**config.mk**
```make
export PLATFORM = sky130hd
export DESIGN_NAME = pis_lane
export DESIGN_NICKNAME = d
export VERILOG_FILES = /design/src/rtl/pis_pkg.sv /design/src/rtl/pis_lane.sv
export SDC_FILE = /design/constraint.sdc
export NUM_CORES = 2
export LEC_CHECK = 0
export BUFFER_PORTS_ARGS = -buffer_cell sky130_fd_sc_hd__buf_4
export CAP_MARGIN = 20
export CORE_UTILIZATION = 35
export CTS_BUF_LIST = sky130_fd_sc_hd__clkbuf_16
export CTS_CLUSTER_DIAMETER = 40
export DETAILED_ROUTE_END_ITERATION = 8
export SYNTH_ARGS = -nofsm -noshare
export SYNTH_HDL_FRONTEND = slang
export SYNTH_SLANG_ARGS = --single-unit
```
**constraint.sdc**
```tcl
create_clock -name clk_i -period 11.66 [get_ports clk_i]
set_input_delay 2.332 -clock clk_i [delete_from_list [all_inputs] [get_ports clk_i]]
set_output_delay 2.332 -clock clk_i [all_outputs]
set_load 0.05 [all_outputs]
```
**src/rtl/pis_pkg.sv**
```systemverilog
// Shared types, constants and saturating fixed-point helpers for the particle integrator.
// Depends on nothing; every other file imports it.
package pis_pkg;

  localparam int unsigned VW    = 32;
  localparam int unsigned FB    = 16;
  localparam int unsigned DT_W  = 9;
  localparam int unsigned NLANE = 3;

  typedef logic signed [VW-1:0]   val_t;
  typedef logic signed [2*VW-1:0] wide_t;
  typedef logic [DT_W-1:0]        dt_t;

  localparam val_t        VAL_MAX   = {1'b0, {(VW-1){1'b1}}};
  localparam val_t        VAL_MIN   = {1'b1, {(VW-1){1'b0}}};
  localparam wide_t       RND_HALF  = {{(2*VW-FB){1'b0}}, 1'b1, {(FB-1){1'b0}}};
  localparam wide_t       RND_HALFM = {{(2*VW-FB+1){1'b0}}, {(FB-1){1'b1}}};
  localparam logic [15:0] FT_LIMIT  = 16'd3276;
  localparam logic [12:0] DT_RECIP  = 13'd6554;
  localparam logic [16:0] DT_BIAS   = 17'd5;
  localparam val_t        FB_THRESH = val_t'(((2**FB) - 1) / 100);
  localparam val_t        AMP_RESET  = val_t'(65536);
  localparam val_t        REST_RESET = val_t'(6881280);

  typedef enum logic [1:0] {
    REG_MODE = 2'd0,
    REG_AMP  = 2'd1,
    REG_REST = 2'd2
  } reg_idx_e;

  typedef enum logic [1:0] {
    MODE_EULER  = 2'd0,
    MODE_CROMER = 2'd1,
    MODE_VERLET = 2'd2,
    MODE_NONE   = 2'd3
  } mode_e;

  typedef enum logic [1:0] {
    BR_EULER  = 2'd0,
    BR_CROMER = 2'd1,
    BR_VERLET = 2'd2
  } branch_e;

  typedef enum logic [2:0] {
    MS_NONE = 3'd0,
    MS_PP   = 3'd1,
    MS_QQ   = 3'd2,
    MS_PA   = 3'd3,
    MS_FS   = 3'd4,
    MS_RD   = 3'd5,
    MS_VD   = 3'd6
  } mul_sel_e;

  typedef enum logic [3:0] {
    WB_NONE  = 4'd0,
    WB_LOAD  = 4'd1,
    WB_INIT  = 4'd2,
    WB_SAVE  = 4'd3,
    WB_EUL   = 4'd4,
    WB_VEL   = 4'd5,
    WB_POS   = 4'd6,
    WB_DIFF  = 4'd7,
    WB_DACC  = 4'd8,
    WB_PDIFF = 4'd9
  } wb_op_e;

  typedef struct packed {
    mul_sel_e mul_sel;
    logic     rnd_en;
    wb_op_e   wb;
    logic     prev_wr;
  } lane_ctl_t;

  typedef struct packed {
    logic sum_en;
    logic sub_en;
    logic fb_en;
  } merge_ctl_t;

  typedef struct packed {
    logic              req_type;
    logic signed [31:0] pos_x;
    logic signed [31:0] pos_y;
    logic signed [31:0] pos_z;
    logic [15:0]       frame_time;
  } pis_in_t;

  typedef struct packed {
    logic signed [31:0] new_x;
    logic signed [31:0] new_y;
    logic signed [31:0] new_z;
    logic              skipped;
  } pis_out_t;

  function automatic val_t sat_add(val_t a, val_t b);
    logic signed [VW:0] s;
    s = {a[VW-1], a} + {b[VW-1], b};
    if (s[VW] != s[VW-1]) begin
      return s[VW] ? VAL_MIN : VAL_MAX;
    end
    return s[VW-1:0];
  endfunction

  function automatic val_t sat_sub(val_t a, val_t b);
    logic signed [VW:0] s;
    s = {a[VW-1], a} - {b[VW-1], b};
    if (s[VW] != s[VW-1]) begin
      return s[VW] ? VAL_MIN : VAL_MAX;
    end
    return s[VW-1:0];
  endfunction

  function automatic val_t sat_neg(val_t a);
    if (a == VAL_MIN) begin
      return VAL_MAX;
    end
    return -a;
  endfunction

  // round half away from zero, drop fraction bits, saturate
  function automatic val_t mul_round(wide_t p);
    wide_t b;
    wide_t sh;
    b  = p + (p[2*VW-1] ? RND_HALFM : RND_HALF);
    sh = b >>> FB;
    if (!sh[2*VW-1] && (|sh[2*VW-2:VW-1])) begin
      return VAL_MAX;
    end
    if (sh[2*VW-1] && !(&sh[2*VW-2:VW-1])) begin
      return VAL_MIN;
    end
    return sh[VW-1:0];
  endfunction

endpackage

```
**src/rtl/pis_lane.sv**
```systemverilog
// One coordinate lane: holds direction, velocity, previous and working position,
// with a registered multiplier and rounding stage. Depends on pis_pkg.
module pis_lane import pis_pkg::*; (
  input  logic      clk_i,
  input  logic      rst_ni,
  input  lane_ctl_t ctl_i,
  input  val_t      pos_i,
  input  val_t      amp_i,
  input  val_t      s_i,
  input  dt_t       dt_i,
  output val_t      pos_o,
  output val_t      r_o
);

  val_t  fd_q, fd_d;
  val_t  vel_q, vel_d;
  val_t  prev_q, prev_d;
  val_t  p_q, p_d;
  val_t  ad_q, ad_d;
  val_t  r_q;
  wide_t prod_q;
  val_t  op_a, op_b, dt_v;
  wide_t mul_w;

  assign dt_v = val_t'({{(VW-DT_W){1'b0}}, dt_i});

  always_comb begin
    case (ctl_i.mul_sel)
      MS_PP:   begin op_a = p_q;    op_b = p_q;    end
      MS_QQ:   begin op_a = prev_q; op_b = prev_q; end
      MS_PA:   begin op_a = p_q;    op_b = amp_i;  end
      MS_FS:   begin op_a = fd_q;   op_b = s_i;    end
      MS_RD:   begin op_a = r_q;    op_b = dt_v;   end
      MS_VD:   begin op_a = vel_q;  op_b = dt_v;   end
      default: begin op_a = '0;     op_b = '0;     end
    endcase
  end

  assign mul_w = op_a * op_b;

  always_comb begin
    fd_d   = fd_q;
    vel_d  = vel_q;
    p_d    = p_q;
    ad_d   = ad_q;
    prev_d = ctl_i.prev_wr ? p_q : prev_q;
    unique case (ctl_i.wb)
      WB_NONE:  ;
      WB_LOAD:  p_d = pos_i;
      WB_INIT:  begin
        fd_d  = sat_neg(p_q);
        vel_d = r_q;
      end
      WB_SAVE:  ad_d = r_q;
      WB_EUL:   begin
        vel_d = sat_add(vel_q, ad_q);
        p_d   = sat_add(p_q, r_q);
      end
      WB_VEL:   vel_d = sat_add(vel_q, r_q);
      WB_POS:   p_d = sat_add(p_q, r_q);
      WB_DIFF:  ad_d = sat_sub(p_q, prev_q);
      WB_DACC:  ad_d = sat_add(ad_q, r_q);
      WB_PDIFF: p_d = sat_add(p_q, ad_q);
      default:  ;
    endcase
  end

  always_ff @(posedge clk_i or negedge rst_ni) begin
    if (!rst_ni) begin
      fd_q   <= '0;
      vel_q  <= '0;
      prev_q <= '0;
    end else begin
      fd_q   <= fd_d;
      vel_q  <= vel_d;
      prev_q <= prev_d;
    end
  end

  always_ff @(posedge clk_i) begin
    p_q  <= p_d;
    ad_q <= ad_d;
    if (ctl_i.mul_sel != MS_NONE) begin
      prod_q <= mul_w;
    end
    if (ctl_i.rnd_en) begin
      r_q <= mul_round(prod_q);
    end
  end

  assign pos_o = p_q;
  assign r_o   = r_q;

endmodule

```
==> impl_metrics.tcl <==
set metrics [dict create \
    grt_pass1_wl_mm 325 \
    htreeDepth 2 \
    slew_viol_final 0 \
    num-nets-final 8518 \
    design_area_mm2 0.0668 \
    worstMarginPinSlew_ps 1160 \
    die_area_mm2 0.171 \
    core_mm2 0.167 \
    rsz0062_at_grt "no" \
    syn_to_final_growth_pct 13.1 \
    initial_core_util 0.353 \
    synth_edf_count 160 \
    slew_headroom 0.224 \
    antenna_found_initial 10 \
    num_rows 150 \
    ys_warn_count 0 \
    clk_latency_ps 570 \
    status "completed" \
    tns_ps 0 \
    skew_ps 27.7 \
    drive_above_1_share 0.102 \
    startpoint_type "primary input" \
    crit_fanout 35 \
    drt_iter0_drc 4872 \
    syn_avg_cell_area_um2 8.84 \
    wl_per_cell_um 23.7 \
    syn_inst 6686 \
    drv_cap 0 \
    place_area_mm2 0.0655 \
    via_per_inst 5.51 \
    ys_seq_area_frac 0.122 \
    gp_routability_congestion 1.04 \
    synth_nets 8282 \
    die-height_um 413 \
    ant_nets 0 \
    whs_ps 517 \
    slowest_stage "a211oi_1" \
    synthArstFlopShare 0.375 \
    fp.dieW_um 413 \
    synth_area_mm2 0.0591 \
    hpwl_mm 184 \
    post_cts_resized 0 \
    grt_max_degree 82 \
    worstPathArrival_ps 11780 \
    fmax_mhz 88.1 \
    timing.rr.start "pos_o[17]" \
    final_common_cell "inv_1" \
    yosysUniqueCellTypes 99 \
    drt-pass1-iter-count 6 \
    critPathMostFrequentCell "fa_1" \
    period_share 0.974 \
    postCtsHoldBufs 0 \
    cts_num_sinks 256 \
    path_class "primary input to register" \
    min_from "fd_q[28]" \
    finalSetupViolCount 0 \
    clockRootBuffer "clkbuf_16" \
    vias 50460 \
    cts_buffer_depth 3 \
    post-route-min-period_ps 11350 \
    finalHoldViolations 0 \
    pin_count 180 \
    ys.flop_type "edfxtp_1" \
    post_cts_buffers 0 \
    path_clk_slew_ps 70 \
    max_stage_delay_ps 590 \
    required_ps 12090 \
    cp-end-kind "register" \
    grt-ovfl-total 0 \
    cts_tree "built" \
    final_cell_mix "inv_1 (1097), fa_1 (1088), nor2_1 (779)" \
    hp-class "register to register" \
    gr-usage-all-layers 0.256 \
    ys_ff_latch 256 \
    cts_buffers 36 \
    first_global_vias 51023 \
    io_buffers 179 \
    wirelength_mm 217 \
    drc 0 \
    critPathLaunch "ctl_i[7]" \
]
registers in the layout (all words and copies together) (netlist names):
register / flops
ad_q: 32
fd_q: 32
pos_o: 32
prev_q: 32
prod_q: 64
r_o: 32
vel_q: 32
cells by family (layout without fill, tap and decap cells):
family | after synthesis | in the layout | synth area share
AND/OR/NAND/NOR | 1934 | 1934 | 0.140
adder cells (fa/ha/maj) | 1494 | 1494 | 0.454
buffers and inverters | 1401 | 1665 | 0.0900
AO/OA/AOI/OAI | 1278 | 1278 | 0.145
XOR/XNOR | 288 | 288 | 0.0428
flip-flops | 256 | 256 | 0.122
multiplexers | 35 | 35 | 0.00637
other | 0 | 1 | 0
layer usage:
metal	vias to the layer above	GRT usage	wire, µm
met4	6	0.0891	8870
met2	2288	0.385	94400
met1	25670	0.357	91500
li1	22095	-	-
met3	401	0.0602	22000
met5	-	0.00565	156
critical path, delay by kind of cell:
family                   cells  cell delay (ps)
AO/OA/AOI/OAI               12             3190
adder cells (fa/ha/maj)      9             4220
buffers and inverters        6             1000
multiplexers                 1              360
AND/OR/NAND/NOR              3              640
per-stage QoR:
stage	setup slack (ps)	utilization	cells
floorplan	282	-	6686
global placement	-38.2	0.391	9085
detailed placement	-129	0.391	9086
CTS	432	0.399	9152
global route	3.47	0.399	9155
finish	308	0.399	9155
path summary, 6_finish.rpt:
kind / slack (ps) / cells after the start / endpoint
worst max-delay path: 310 / 31 / prod_q[59]
worst min-delay path: 520 / 2 / fd_q[28]
worst max register to register: 2080 / 29 / prod_q[59]
worst min register to register: 520 / 2 / fd_q[28]
max in group asynchronous: 8840 / 3 / prev_q[21]
min in group asynchronous: 1690 / 1 / vel_q[18]
cell usage after synthesis, types with 57 or more instances:
| cell | number | share of area |
|---|---|---|
| fa_1 | 1088 | 0.37 |
| xor2_1 | 82 | 0.012 |
| nor3_1 | 57 | 0.0048 |
| nand3_1 | 92 | 0.0078 |
| clkbuf_1 | 260 | 0.017 |
| dfrtp_1 | 96 | 0.041 |
| nor2_1 | 783 | 0.050 |
| a21oi_1 | 257 | 0.022 |
| o21ai_1 | 107 | 0.0091 |
| a22oi_1 | 76 | 0.0097 |
| ha_1 | 392 | 0.083 |
| inv_1 | 1095 | 0.070 |
| xnor2_1 | 205 | 0.030 |
| o21a_1 | 73 | 0.0093 |
| edfxtp_1 | 160 | 0.081 |
| o21ai_0 | 234 | 0.020 |
| nand2_1 | 709 | 0.045 |
| a21o_1 | 136 | 0.017 |
cell type report:
type                    count  area [µm²]
fillers                 16782      101000
well taps                2204        2760
multi-input cells        5029       46900
diodes                      1        2.50
clock inverters            28         307
clock buffers              38         951
inverters                1095        4110
flip-flops and latches    256        7210
repair buffers            504        4620
Power is left out: the tool's default activity adds up to more than one toggle a clock period on the data nets, which glitch-free logic cannot reach.
