--- src/rtl/pis_pkg.sv ---
// Shared types, constants and saturating fixed-point helpers for the particle integrator.
// Depends on nothing; every other file imports it.
package pis_pkg;

  localparam int unsigned VW    = 32;
  localparam int unsigned FB    = 16;
  localparam int unsigned DT_W  = 9;
  localparam int unsigned NLANE = 3;

  typedef logic signed [VW-1:0]   val_t;
  typedef logic signed [2*VW-1:0] wide_t;
  typedef logic [DT_W-1:0]        dt_t;

  localparam val_t        VAL_MAX   = {1'b0, {(VW-1){1'b1}}};
  localparam val_t        VAL_MIN   = {1'b1, {(VW-1){1'b0}}};
  localparam wide_t       RND_HALF  = {{(2*VW-FB){1'b0}}, 1'b1, {(FB-1){1'b0}}};
  localparam wide_t       RND_HALFM = {{(2*VW-FB+1){1'b0}}, {(FB-1){1'b1}}};
  localparam logic [15:0] FT_LIMIT  = 16'd3276;
  localparam logic [12:0] DT_RECIP  = 13'd6554;
  localparam logic [16:0] DT_BIAS   = 17'd5;
  localparam val_t        FB_THRESH = val_t'(((2**FB) - 1) / 100);
  localparam val_t        AMP_RESET  = val_t'(65536);
  localparam val_t        REST_RESET = val_t'(6881280);

  typedef enum logic [1:0] {
    REG_MODE = 2'd0,
    REG_AMP  = 2'd1,
    REG_REST = 2'd2
  } reg_idx_e;

  typedef enum logic [1:0] {
    MODE_EULER  = 2'd0,
    MODE_CROMER = 2'd1,
    MODE_VERLET = 2'd2,
    MODE_NONE   = 2'd3
  } mode_e;

  typedef enum logic [1:0] {
    BR_EULER  = 2'd0,
    BR_CROMER = 2'd1,
    BR_VERLET = 2'd2
  } branch_e;

  typedef enum logic [2:0] {
    MS_NONE = 3'd0,
    MS_PP   = 3'd1,
    MS_QQ   = 3'd2,
    MS_PA   = 3'd3,
    MS_FS   = 3'd4,
    MS_RD   = 3'd5,
    MS_VD   = 3'd6
  } mul_sel_e;

  typedef enum logic [3:0] {
    WB_NONE  = 4'd0,
    WB_LOAD  = 4'd1,
    WB_INIT  = 4'd2,
    WB_SAVE  = 4'd3,
    WB_EUL   = 4'd4,
    WB_VEL   = 4'd5,
    WB_POS   = 4'd6,
    WB_DIFF  = 4'd7,
    WB_DACC  = 4'd8,
    WB_PDIFF = 4'd9
  } wb_op_e;

  typedef struct packed {
    mul_sel_e mul_sel;
    logic     rnd_en;
    wb_op_e   wb;
    logic     prev_wr;
  } lane_ctl_t;

  typedef struct packed {
    logic sum_en;
    logic sub_en;
    logic fb_en;
  } merge_ctl_t;

  typedef struct packed {
    logic              req_type;
    logic signed [31:0] pos_x;
    logic signed [31:0] pos_y;
    logic signed [31:0] pos_z;
    logic [15:0]       frame_time;
  } pis_in_t;

  typedef struct packed {
    logic signed [31:0] new_x;
    logic signed [31:0] new_y;
    logic signed [31:0] new_z;
    logic              skipped;
  } pis_out_t;

  function automatic val_t sat_add(val_t a, val_t b);
    logic signed [VW:0] s;
    s = {a[VW-1], a} + {b[VW-1], b};
    if (s[VW] != s[VW-1]) begin
      return s[VW] ? VAL_MIN : VAL_MAX;
    end
    return s[VW-1:0];
  endfunction

  function automatic val_t sat_sub(val_t a, val_t b);
    logic signed [VW:0] s;
    s = {a[VW-1], a} - {b[VW-1], b};
    if (s[VW] != s[VW-1]) begin
      return s[VW] ? VAL_MIN : VAL_MAX;
    end
    return s[VW-1:0];
  endfunction

  function automatic val_t sat_neg(val_t a);
    if (a == VAL_MIN) begin
      return VAL_MAX;
    end
    return -a;
  endfunction

  // round half away from zero, drop fraction bits, saturate
  function automatic val_t mul_round(wide_t p);
    wide_t b;
    wide_t sh;
    b  = p + (p[2*VW-1] ? RND_HALFM : RND_HALF);
    sh = b >>> FB;
    if (!sh[2*VW-1] && (|sh[2*VW-2:VW-1])) begin
      return VAL_MAX;
    end
    if (sh[2*VW-1] && !(&sh[2*VW-2:VW-1])) begin
      return VAL_MIN;
    end
    return sh[VW-1:0];
  endfunction

endpackage

--- src/rtl/pis_merge.sv ---
// Merge stage: sums the lanes' squared terms, forms the spring scale and
// the Verlet fallback flag. Depends on pis_pkg.
module pis_merge import pis_pkg::*; (
  input  logic       clk_i,
  input  logic       rst_ni,
  input  merge_ctl_t ctl_i,
  input  val_t       r_i [NLANE],
  input  val_t       rest_i,
  output val_t       s_o,
  output logic       fb_o
);

  val_t sum_q, s_q;
  logic fb_q;

  always_ff @(posedge clk_i) begin
    if (ctl_i.sum_en) begin
      sum_q <= sat_add(sat_add(r_i[0], r_i[1]), r_i[2]);
    end
    if (ctl_i.sub_en) begin
      s_q <= sat_sub(sum_q, rest_i);
    end
  end

  always_ff @(posedge clk_i or negedge rst_ni) begin
    if (!rst_ni) begin
      fb_q <= 1'b0;
    end else if (ctl_i.fb_en) begin
      fb_q <= (sum_q <= FB_THRESH);
    end
  end

  assign s_o  = s_q;
  assign fb_o = fb_q;

endmodule

--- config.mk ---
export PLATFORM = sky130hd
export DESIGN_NAME = pis_merge
export DESIGN_NICKNAME = d
export VERILOG_FILES = /design/src/rtl/pis_pkg.sv /design/src/rtl/pis_merge.sv
export SDC_FILE = /design/constraint.sdc
export NUM_CORES = 1
export LEC_CHECK = 0
export BUFFER_PORTS_ARGS = -buffer_cell sky130_fd_sc_hd__buf_4
export CORE_MARGIN = 3
export CORE_UTILIZATION = 35
export CTS_BUF_LIST = sky130_fd_sc_hd__clkbuf_8
export DETAILED_ROUTE_END_ITERATION = 6
export PLACE_DENSITY = 0.63
export SLEW_MARGIN = 40
export SYNTH_ARGS = -nofsm -noshare
export SYNTH_HDL_FRONTEND = slang
export SYNTH_SLANG_ARGS = --single-unit
--- constraint.sdc ---
create_clock -name clk_i -period 4.3 [get_ports clk_i]
set_clock_uncertainty 0.1 [all_clocks]
set_input_delay 0 -clock clk_i [delete_from_list [all_inputs] [get_ports clk_i]]
set_output_delay 0 -clock clk_i [all_outputs]
set_load 0.03 [all_outputs]
==> impl_results.md, run 1 <==
- Hold/Removal Path Class: input port to flop
- Nature of the critical path startpoint: input port
- Crit path from: r_i[64]
- Pwr Density: 564 nW/um2
- Met1 WL: 10.8 mm
- Root buffer cell: clkbuf_8
- Crit-path max FO: 13
- Max-slew violations: 0
- Inserted Clock Buffers: 9
- Antenna violations before repair: 0
- Synthesized cell area: 8420 um2
- Crit. End Element: flop
- DR WL met3: 813 um
- DP Cell Count: 1,660
- Clk pin slew, worst setup/hold paths: 0.07 ns
- Die area: 25,900 um2
- Final WL: 23.9 mm
- RR Endpoint: s_o[15]
- Antenna diode count: 0
- Clock network power share: 7.0%
- Peak VDD IR: 0.284 mV
- Internal power: 0.00389 W
- Fillers: 2,304
- Measured slew at the worst slew-check pin: 0.747 ns
- Layout Nets: 1,604
- WS Path Type: input port to flop
- Combinational Power Share: 73.3%
- H-Tree Depth: 3
- Global-route wire length before repair: 38.6 mm
- Die width: 161 um
- Number of remaining DRC errors: 0
- Post-route ant nets: 0
- Syn Inst Count: 1,015
- Vias in the first global route: 8,249
- P_sw: 0.00302 W
- Tcrit/Tclk final: 106%
- Largest net degree at the start of global routing: 33
- Placer Congestion: 0.912
- R2R setup slack: 0.77 ns
- Post-synth EDFFs: 64
- Final setup fails: 32
- Layout cell share with drive strength beyond 1: 36.2%
- Area growth syn-to-layout: 45.5%
- Leakage: 5.54 nW
- Max-cap viol count: 0
- Top routing layer used: met4
- Core ar.: 23,500 um2
- Largest cells by area after synthesis: edfxtp_1 (23%), ha_1 (14%), a21oi_1 (6.5%), xnor2_1 (5.5%), a21o_1 (4.4%)
- Final hold vios: 0
- First-pass DRT Iterations: 5
- WHS: 0.0212 ns
- Ports: 166
- Area share of the largest cell type after synthesis: 22.8%
- Syn_nets: 1,247
- HPWL after DPL: 20.2 mm
- Leading area contributor after synthesis: edfxtp_1
- R2R depth: 9
- Final non-filler cell total: 1,696
- Met2 WL: 11.9 mm
- Sink Count: 65
- Synth warn: 0
- GRT Residual Overflow: 0
- Most numerous cell in the Yosys netlist: a21oi_1
- End point of the critical path: sum_q[10]
- Synth async-reset ratio: 1.54%
- Seq/Total Area, Yosys: 23.1%
- Worst EP required: 4.30 ns
- RSZ-0062 raised after global routing: true
- Vias per inst: 5.02
- Row count: 56
- Gr usage total: 17.8%
- Final cell utilization of the core: 52.0%
- Starting density of the core: 35.8%
- Synthesized area per cell: 8.29 um2
- Port Buffer Count: 165
- Seq pwr share: 19.7%
- Failing checks: negative setup slack
- Total number of vias: 8,514
- Status: finished, violations left
- Die height: 161 um
- Worst relative slew slack: 50.2%
- WL/cell: 14.1 um
- Initial DRC Count: 312
- R2R Path Start: sum_q[16]
- Worst path arrival time: 4.56 ns
- Worst skew pair latency: 0.35 ns
- Synth Flop Type: edfxtp_1
- Switch share: 43.7%
- Synth cell types: 80
- Final Critical Period: 4.57 ns
- Bufs on Longest Clock Path: 2
- Final worst-path setup slack: -0.269 ns
- CTS tree: built
- Max frequency: 219 MHz
- Post-synthesis register bit count: 65
- Top cells by count, synth: a21oi_1 (110), ha_1 (96), nand2_1 (70)
## registers in the layout, summed over array words and instances (netlist names)
register and cells:
fb_o 1, s_o 32, sum_q 32
## final cells by class
cell class	count	area (um2)	share of cell area [%]
multi-input cells	841	6420	52.4
inverters	63	236	1.93
clock inverters	7	62.6	0.511
flip-flops and latches	65	1950	15.9
repair buffers	392	3060	25.0
clock buffers	9	124	1.01
well taps	319	399	3.26
## how the worst min path moves through the flow
stage / end / startpoint / cells after the start / slack [ns]
after CTS: s_o[1] / rest_i[1] / 3 / 0.004
after detailed placement: fb_o / rst_ni / 1 / -0.32
final: s_o[1] / rest_i[1] / 3 / 0.02
after floorplan: fb_o / rst_ni / 0 / -0.40
after global placement: fb_o / rst_ni / 1 / -0.32
after global routing: s_o[1] / rest_i[1] / 3 / 0.05
## logic make-up after synthesis
group	after synthesis	share of synthesized area, %
buffers and inverters	109	5.53
DFF	65	23.1
adders and majority gates	129	18.5
muxes	2	0.238
AOI/OAI and AO/OA	368	28.8
and+or+nand+nor	260	15.3
xor gates and xnor gates	82	8.53
## metrics by stage
step | setup TNS (ns) | setup slack [ns] | total power [W] | area [um2]
2_1_floorplan | -15.26 | -0.524 | 0.00472 | 8550
3_3_place_gp | -28.92 | -0.970 | 0.00610 | 11500
3_5_place_dp | -32.21 | -1.09 | 0.00618 | 11500
4_1_cts | -7.58 | -0.256 | 0.00686 | 12100
5_1_grt | -14.05 | -0.475 | 0.00751 | 12200
6_report | -8.00 | -0.269 | 0.00691 | 12200
## cells in the final DEF (no fill, tap or decap), drive strengths merged, types with 6 or more instances in the layout
cell type	netlist	layout
a21boi	6	6
a21oi	110	110
o21ai	66	66
nand3	20	20
nor4	8	8
dlygate4sd3	0	6
o2bb2ai	6	6
nand4	27	27
inv	63	64
o21a	19	19
xnor2	53	53
a31oi	17	17
clkbuf	28	9
a211oi	12	12
a21o	58	58
maj3	30	30
nor2	66	66
edfxtp	64	64
and3	7	7
xor2	29	29
o211ai	14	14
nor2b	6	6
o21bai	13	13
nand2	70	70
buf	18	386
nand2b	12	12
ha	96	96
nor3	14	14
## routing by layer
metal | GRT usage, % | vias up
met5 | 0 | -
met4 | 4.93 | 0
met3 | 1.28 | 22
met2 | 32.2 | 181
met1 | 22.9 | 3790
li1 | - | 4521
## power groups by stage
stage          clock network (W)  registers, W  logic [W]
2_1_floorplan                  0       0.00168    0.00303
3_3_place_gp                   0       0.00138    0.00473
3_5_place_dp                   0       0.00138    0.00480
4_1_cts                 0.000497       0.00137    0.00500
5_1_grt                 0.000519       0.00140    0.00559
6_report                0.000482       0.00136    0.00506
## critical path: stages
cell and delay (ns):
buf_6 0.10, ha_4 0.16, fa_2 0.35, a211oi_2 0.24
o211ai_1 0.15, nand3_1 0.13, a211o_1 0.18, a211oi_2 0.08
or2_4 0.24, or3b_4 0.45, a21o_4 0.25, ha_4 0.16
fa_2 0.37, a211oi_4 0.28, o21ai_2 0.11, nand3_2 0.13
a31oi_4 0.12, nor3_4 0.16, a21oi_2 0.09, o31a_4 0.34
buf_16 0.17, maj3_2 0.28
## what timing repair did
action                                  in CTS  in global routing
gates resized for setup                     49                 13
cloned                                       3                  0
endpoints found under the hold margin       67                  0
pin swaps                                   29                 11
setup buffers                                3                  8
endpoints found under the setup margin      32                 32
hold buffers                                 6                  0
No activity file was read; power rests on OpenSTA's default activity.
==> run 2: changes to the inputs <==
- PLACE_DENSITY: 0.63 -> not set
- PLACE_DENSITY_LB_ADDON: not set -> 0.12
==> run 2 against run 1 <==
The run still ends with negative setup slack left. Hold slack improved by 0.0020 ns. Clock-buffer cell count is the same. Highest routed layer unchanged. Cell count grew 0.24%. Global-route usage is essentially flat. Power down 1.6%. Via count up 0.13%. Core utilization decreased by 0.53 points. Sequential cell count unchanged. Largest cell class unchanged.
==> impl_results.md, run 2 (synthesis gave the netlist of run 1 again) <==
- Hold/Removal Path Class: input port to flop
- Max-cap viol count: 0
- Ports: 166
- Final Critical Period: 4.57 ns
- Post-route ant nets: 0
- Total number of vias: 8,525
- H-Tree Depth: 3
- Antenna diode count: 0
- Worst relative slew slack: 64.3%
- Die area: 25,900 um2
- Number of remaining DRC errors: 0
- WS Path Type: input port to flop
- CP Cell Sequence: buf_4, ha_1, a21oi_2, nand2_1, a221oi_4, a2111oi_4, buf_4, o21ai_2, a31oi_1, or3b_4, buf_6, a21o_1, ha_1, buf_4, a21o_1, o21bai_1, a221oi_2, nand4_1, nor3_2, a21oi_2, xnor2_2, buf_12, maj3_2
- Starting density of the core: 35.8%
- GRT Residual Overflow: 0
- Bufs on Longest Clock Path: 2
- Final hold vios: 0
- First-pass DRT Iterations: 4
- Final worst-path setup slack: -0.274 ns
- Global-route wire length before repair: 39.0 mm
- Final setup fails: 32
- Die width: 161 um
- Worst EP required: 4.30 ns
- Leakage: 5.56 nW
- Place WS: -1.08 ns
- Port Buffer Count: 165
- Crit-path max FO: 28
- Worst skew pair latency: 0.35 ns
- Crit. End Element: flop
- Antenna violations before repair: 0
- Area growth syn-to-layout: 44.0%
- Layout Nets: 1,608
- Worst path slowest cell: or3b_4
- Vias per inst: 5.01
- R2R setup slack: 0.77 ns
- Crit path top cell by count: buf_4
- Layout cell share with drive strength beyond 1: 35.6%
- Final instance area: 12,100 um2
- Max-slew violations: 0
- Failing checks: negative setup slack
- Root buffer cell: clkbuf_8
- Initial DRC Count: 337
- Max frequency: 219 MHz
- WL/cell: 13.8 um
- Placer Congestion: 0.882
- Crit-path max cell delay: 0.45 ns
- Sink Count: 65
- RSZ-0062 raised after global routing: true
- Vias in the first global route: 8,464
- Tcrit/Tclk final: 106%
- Most frequent cells in the layout: buf_4 (383), a21oi_1 (104), ha_1 (87)
- Power Total: 0.00680 W
- Placed Area: 11,600 um2
- Inserted Clock Buffers: 9
- Largest net degree at the start of global routing: 33
- Row count: 56
- Worst path arrival time: 4.57 ns
- Clk pin slew, worst setup/hold paths: 0.07 ns
- Measured slew at the worst slew-check pin: 0.534 ns
- Peak VDD IR: 0.262 mV
- Core ar.: 23,500 um2
- Final WL: 23.5 mm
- Pwr Density: 561 nW/um2
- Gr usage total: 17.8%
- Setup TNS: -7.82 ns
- Status: finished, violations left
- CTS tree: built
- Commonest non-fill, non-tap cell in the layout: buf_4
- Die height: 161 um
- HPWL after DPL: 20.5 mm
- Nature of the critical path startpoint: input port
## run 2: path summary, 6_finish.rpt
path                       startpoint       end  depth (start not counted)
min reg2reg                      fb_o      fb_o                          2
min                         rest_i[1]    s_o[1]                          3
max                           r_i[41]  sum_q[3]                         23
min in group asynchronous      rst_ni      fb_o                          3
max in group asynchronous      rst_ni      fb_o                          3
max reg2reg                 sum_q[16]    s_o[3]                         10
## run 2: critical path, delay by kind of cell
family	cells	cell delay, ns
XOR/XNOR	1	0.15
buffers and inverters	5	0.76
adder cells (fa/ha/maj)	3	0.95
AO/OA/AOI/OAI	10	1.83
AND/OR/NAND/NOR	4	0.86
## run 2: power breakdown
| group | leakage (nW) | total [W] | switching [W] | internal (W) |
|---|---|---|---|---|
| sequential | 0.639 | 0.00136 | 0.000127 | 0.00124 |
| clock | 0.104 | 0.000473 | 0.000216 | 0.000257 |
| combinational | 4.81 | 0.00496 | 0.00263 | 0.00234 |
## run 2: area by class of cell
cell class / instances / area, um2
sequential: 65 / 1950
inverter: 63 / 236
timing repair buffer: 396 / 3030
clock buffer: 9 / 124
fill: 2384 / 11400
multi-input combinational: 841 / 6330
tap: 319 / 399
clock inverter: 7 / 55.1
## run 2: metrics by stage
stage                     util [%]  std cells  hold slack (ns)
after floorplan                  -       1015           -0.396
after global placement        49.2       1671           -0.324
after detailed placement      49.2       1671           -0.322
after CTS                     51.1       1697           0.0127
after global routing          51.5       1700           0.0411
final                         51.5       1700           0.0232
## run 2: what timing repair did
action                                 in CTS  in global routing
pin swaps                                   6                  6
hold buffers                                6                  0
gates resized for setup                    32                 13
endpoints found under the hold margin      39                  0
setup buffers                               4                  3
setup endpoints to repair                  32                 32
## run 2: layer usage
metal	up-vias	wire (um)	GRT usage, %	share of wire (%)
met3	27	918	1.59	3.9
met5	-	0	0	0
met4	0	402	4.69	1.7
li1	4526	-	-	-
met2	205	11400	31.8	49
met1	3767	10800	23.2	46
==> run 3: changes to the inputs <==
- CELL_PAD_IN_SITES_DETAIL_PLACEMENT: not set -> 1
- CELL_PAD_IN_SITES_GLOBAL_PLACEMENT: not set -> 1
- RECOVER_POWER: not set -> 25
==> run 3 against run 2 <==
The flow finishes with violations (max-capacitance violations, max-slew violations, negative setup slack). Setup slack worse by 0.074 ns. Sequential cell count stayed put. Register-to-register slack got worse by 0.05 ns. First-iteration DRC count down 12%. Clock power rose by 3%. Combinational power grew 6.9%. Global-route usage up 2.3 points. Cell count increased by 1.1%. Clock-buffer cell count stayed put. Critical path depth is the same. Non-clock buffer count is 19 higher. Final area up 3.5%. Critical path type unchanged. Largest cell class unchanged. Highest routed layer unchanged.
==> impl_results.md, run 3 (synthesis gave the netlist of run 1 again) <==
- Status: finished, violations left
- Failing checks: max-capacitance violations, max-slew violations, negative setup slack
- Final Critical Period: 4.65 ns
- Worst EP required: 4.29 ns
- Worst relative slew slack: -5.07%
- Die width: 161 um
- Tcrit/Tclk final: 108%
- Global-route wire length before repair: 43.8 mm
- Clk pin slew, worst setup/hold paths: 0.07 ns
- Antenna violations before repair: 0
- Row count: 56
- Area growth syn-to-layout: 49.1%
- Starting density of the core: 35.8%
- Pwr Density: 570 nW/um2
- HPWL after DPL: 23.4 mm
- Layout cell share with drive strength beyond 1: 37.1%
- Peak VDD IR: 0.261 mV
- Measured slew at the worst slew-check pin: 1.58 ns
- Worst path arrival time: 4.64 ns
- Final instance area: 12,600 um2
- Die area: 25,900 um2
- WHS: 0.0426 ns
- Max-cap viol count: 1
- First-pass DRT Iterations: 4
- Most frequent cells in the layout: buf_4 (381), a21oi_1 (99), ha_1 (83)
- WL/cell: 16.5 um
- Die height: 161 um
- Layout Nets: 1,627
- Power Total: 0.00716 W
- Placed Area: 11,600 um2
- Gr usage total: 20.2%
- Worst path slowest cell: or3b_4
- WS Path Type: input port to flop
- Fillers: 2,845
- Crit path top cell by count: buf_4
- Hold/Removal Path Class: input port to flop
- Crit-path max cell delay: 0.48 ns
- Number of remaining DRC errors: 0
- Placer Congestion: 0.848
- Max-slew violations: 33
- RSZ-0062 raised after global routing: true
- Setup TNS: -10.18 ns
- Worst hold path depth: 3
- Vias in the first global route: 9,282
- CTS tree: built
- Inserted Clock Buffers: 9
- Total number of vias: 9,034
- Initial DRC Count: 297
- Largest net degree at the start of global routing: 33
- Worst skew pair latency: 0.34 ns
- GRT Residual Overflow: 0
- Core ar.: 23,500 um2
- Crit. End Element: flop
- Leakage: 5.64 nW
- Root buffer cell: clkbuf_8
- Sink Count: 65
- Max frequency: 215 MHz
- Bufs on Longest Clock Path: 2
- Final setup fails: 32
- CP Cell Sequence: buf_4, ha_1, a211oi_2, o21ai_2, nand4_4, a2111oi_4, buf_4, o21ai_4, nand4_1, or3b_4, clkbuf_16, a21o_1, ha_1, buf_4, a21oi_2, o21bai_2, a221oi_2, nand4_1, nor3_4, a21oi_4, xnor2_4, buf_12, maj3_2
- Final WL: 28.3 mm
- Ports: 166
- H-Tree Depth: 3
- Antenna diode count: 0
- Nature of the critical path startpoint: input port
- Vias per inst: 5.26
- Final hold vios: 0
- R2R depth: 10
- Crit-path max FO: 13
- Commonest non-fill, non-tap cell in the layout: buf_4
- Final worst-path setup slack: -0.348 ns
- Port Buffer Count: 165
- Post-route ant nets: 0
[run 3: cell type report]
cell class | count | area [um2] | share of cell area, %
clock buffers | 9 | 124 | 0.987
clock inverters | 7 | 62.6 | 0.498
inverters | 63 | 236 | 1.88
multi-input cells | 841 | 6570 | 52.4
flip-flops and latches | 65 | 1950 | 15.5
well taps | 319 | 399 | 3.18
repair buffers | 415 | 3210 | 25.6
[run 3: timing repair]
item | CTS | global route
pin swaps | 14 | 32
setup buffers | 8 | 14
setup endpoints to repair | 32 | 32
hold endpoints to repair | 55 | 0
gates resized for setup | 39 | 54
hold buffers | 6 | 0
gates cloned | 0 | 4
[run 3: critical path, delay by kind of cell]
kind            cells  cell delay [ns]
compound gates      9             1.53
xor+xnor            1             0.18
fa+ha+maj           3             0.94
buf+inv             5             0.83
simple gates        5             1.14
[run 3: per-layer routing]
| metal | vias to the layer above | global-route usage (%) | routed length, um |
|---|---|---|---|
| li1 | 4556 | - | - |
| met1 | 4287 | 24.5 | 12100 |
| met2 | 160 | 38.2 | 14900 |
| met3 | 31 | 1.97 | 762 |
| met4 | 0 | 4.69 | 532 |
| met5 | - | 0 | 0 |
[run 3: final timing paths]
check | from | endpoint | slack, ns
min | r_i[0] | sum_q[0] | 0.04
min in group asynchronous | rst_ni | fb_o | 0.41
max in group asynchronous | rst_ni | fb_o | 3.59
max reg2reg | sum_q[16] | s_o[6] | 0.72
max | r_i[33] | sum_q[21] | -0.35
min reg2reg | fb_o | fb_o | 0.45
[run 3: per-stage QoR]
stage,cells,setup WS (ns),utilization (%)
3_5_place_dp,1671,-1.23,49.2
6_report,1719,-0.348,53.3
4_1_cts,1701,-0.386,51.4
5_1_grt,1719,-0.564,53.3
3_3_place_gp,1671,-1.02,49.2
2_1_floorplan,1015,-0.524,-
[run 3: power breakdown]
group	total (W)	internal (W)	switching (W)	leakage [nW]
clock network	0.000485	0.000261	0.000224	0.0955
logic	0.00530	0.00244	0.00287	4.91
registers	0.00137	0.00124	0.000131	0.639
total	0.00716	0.00394	0.00322	5.64
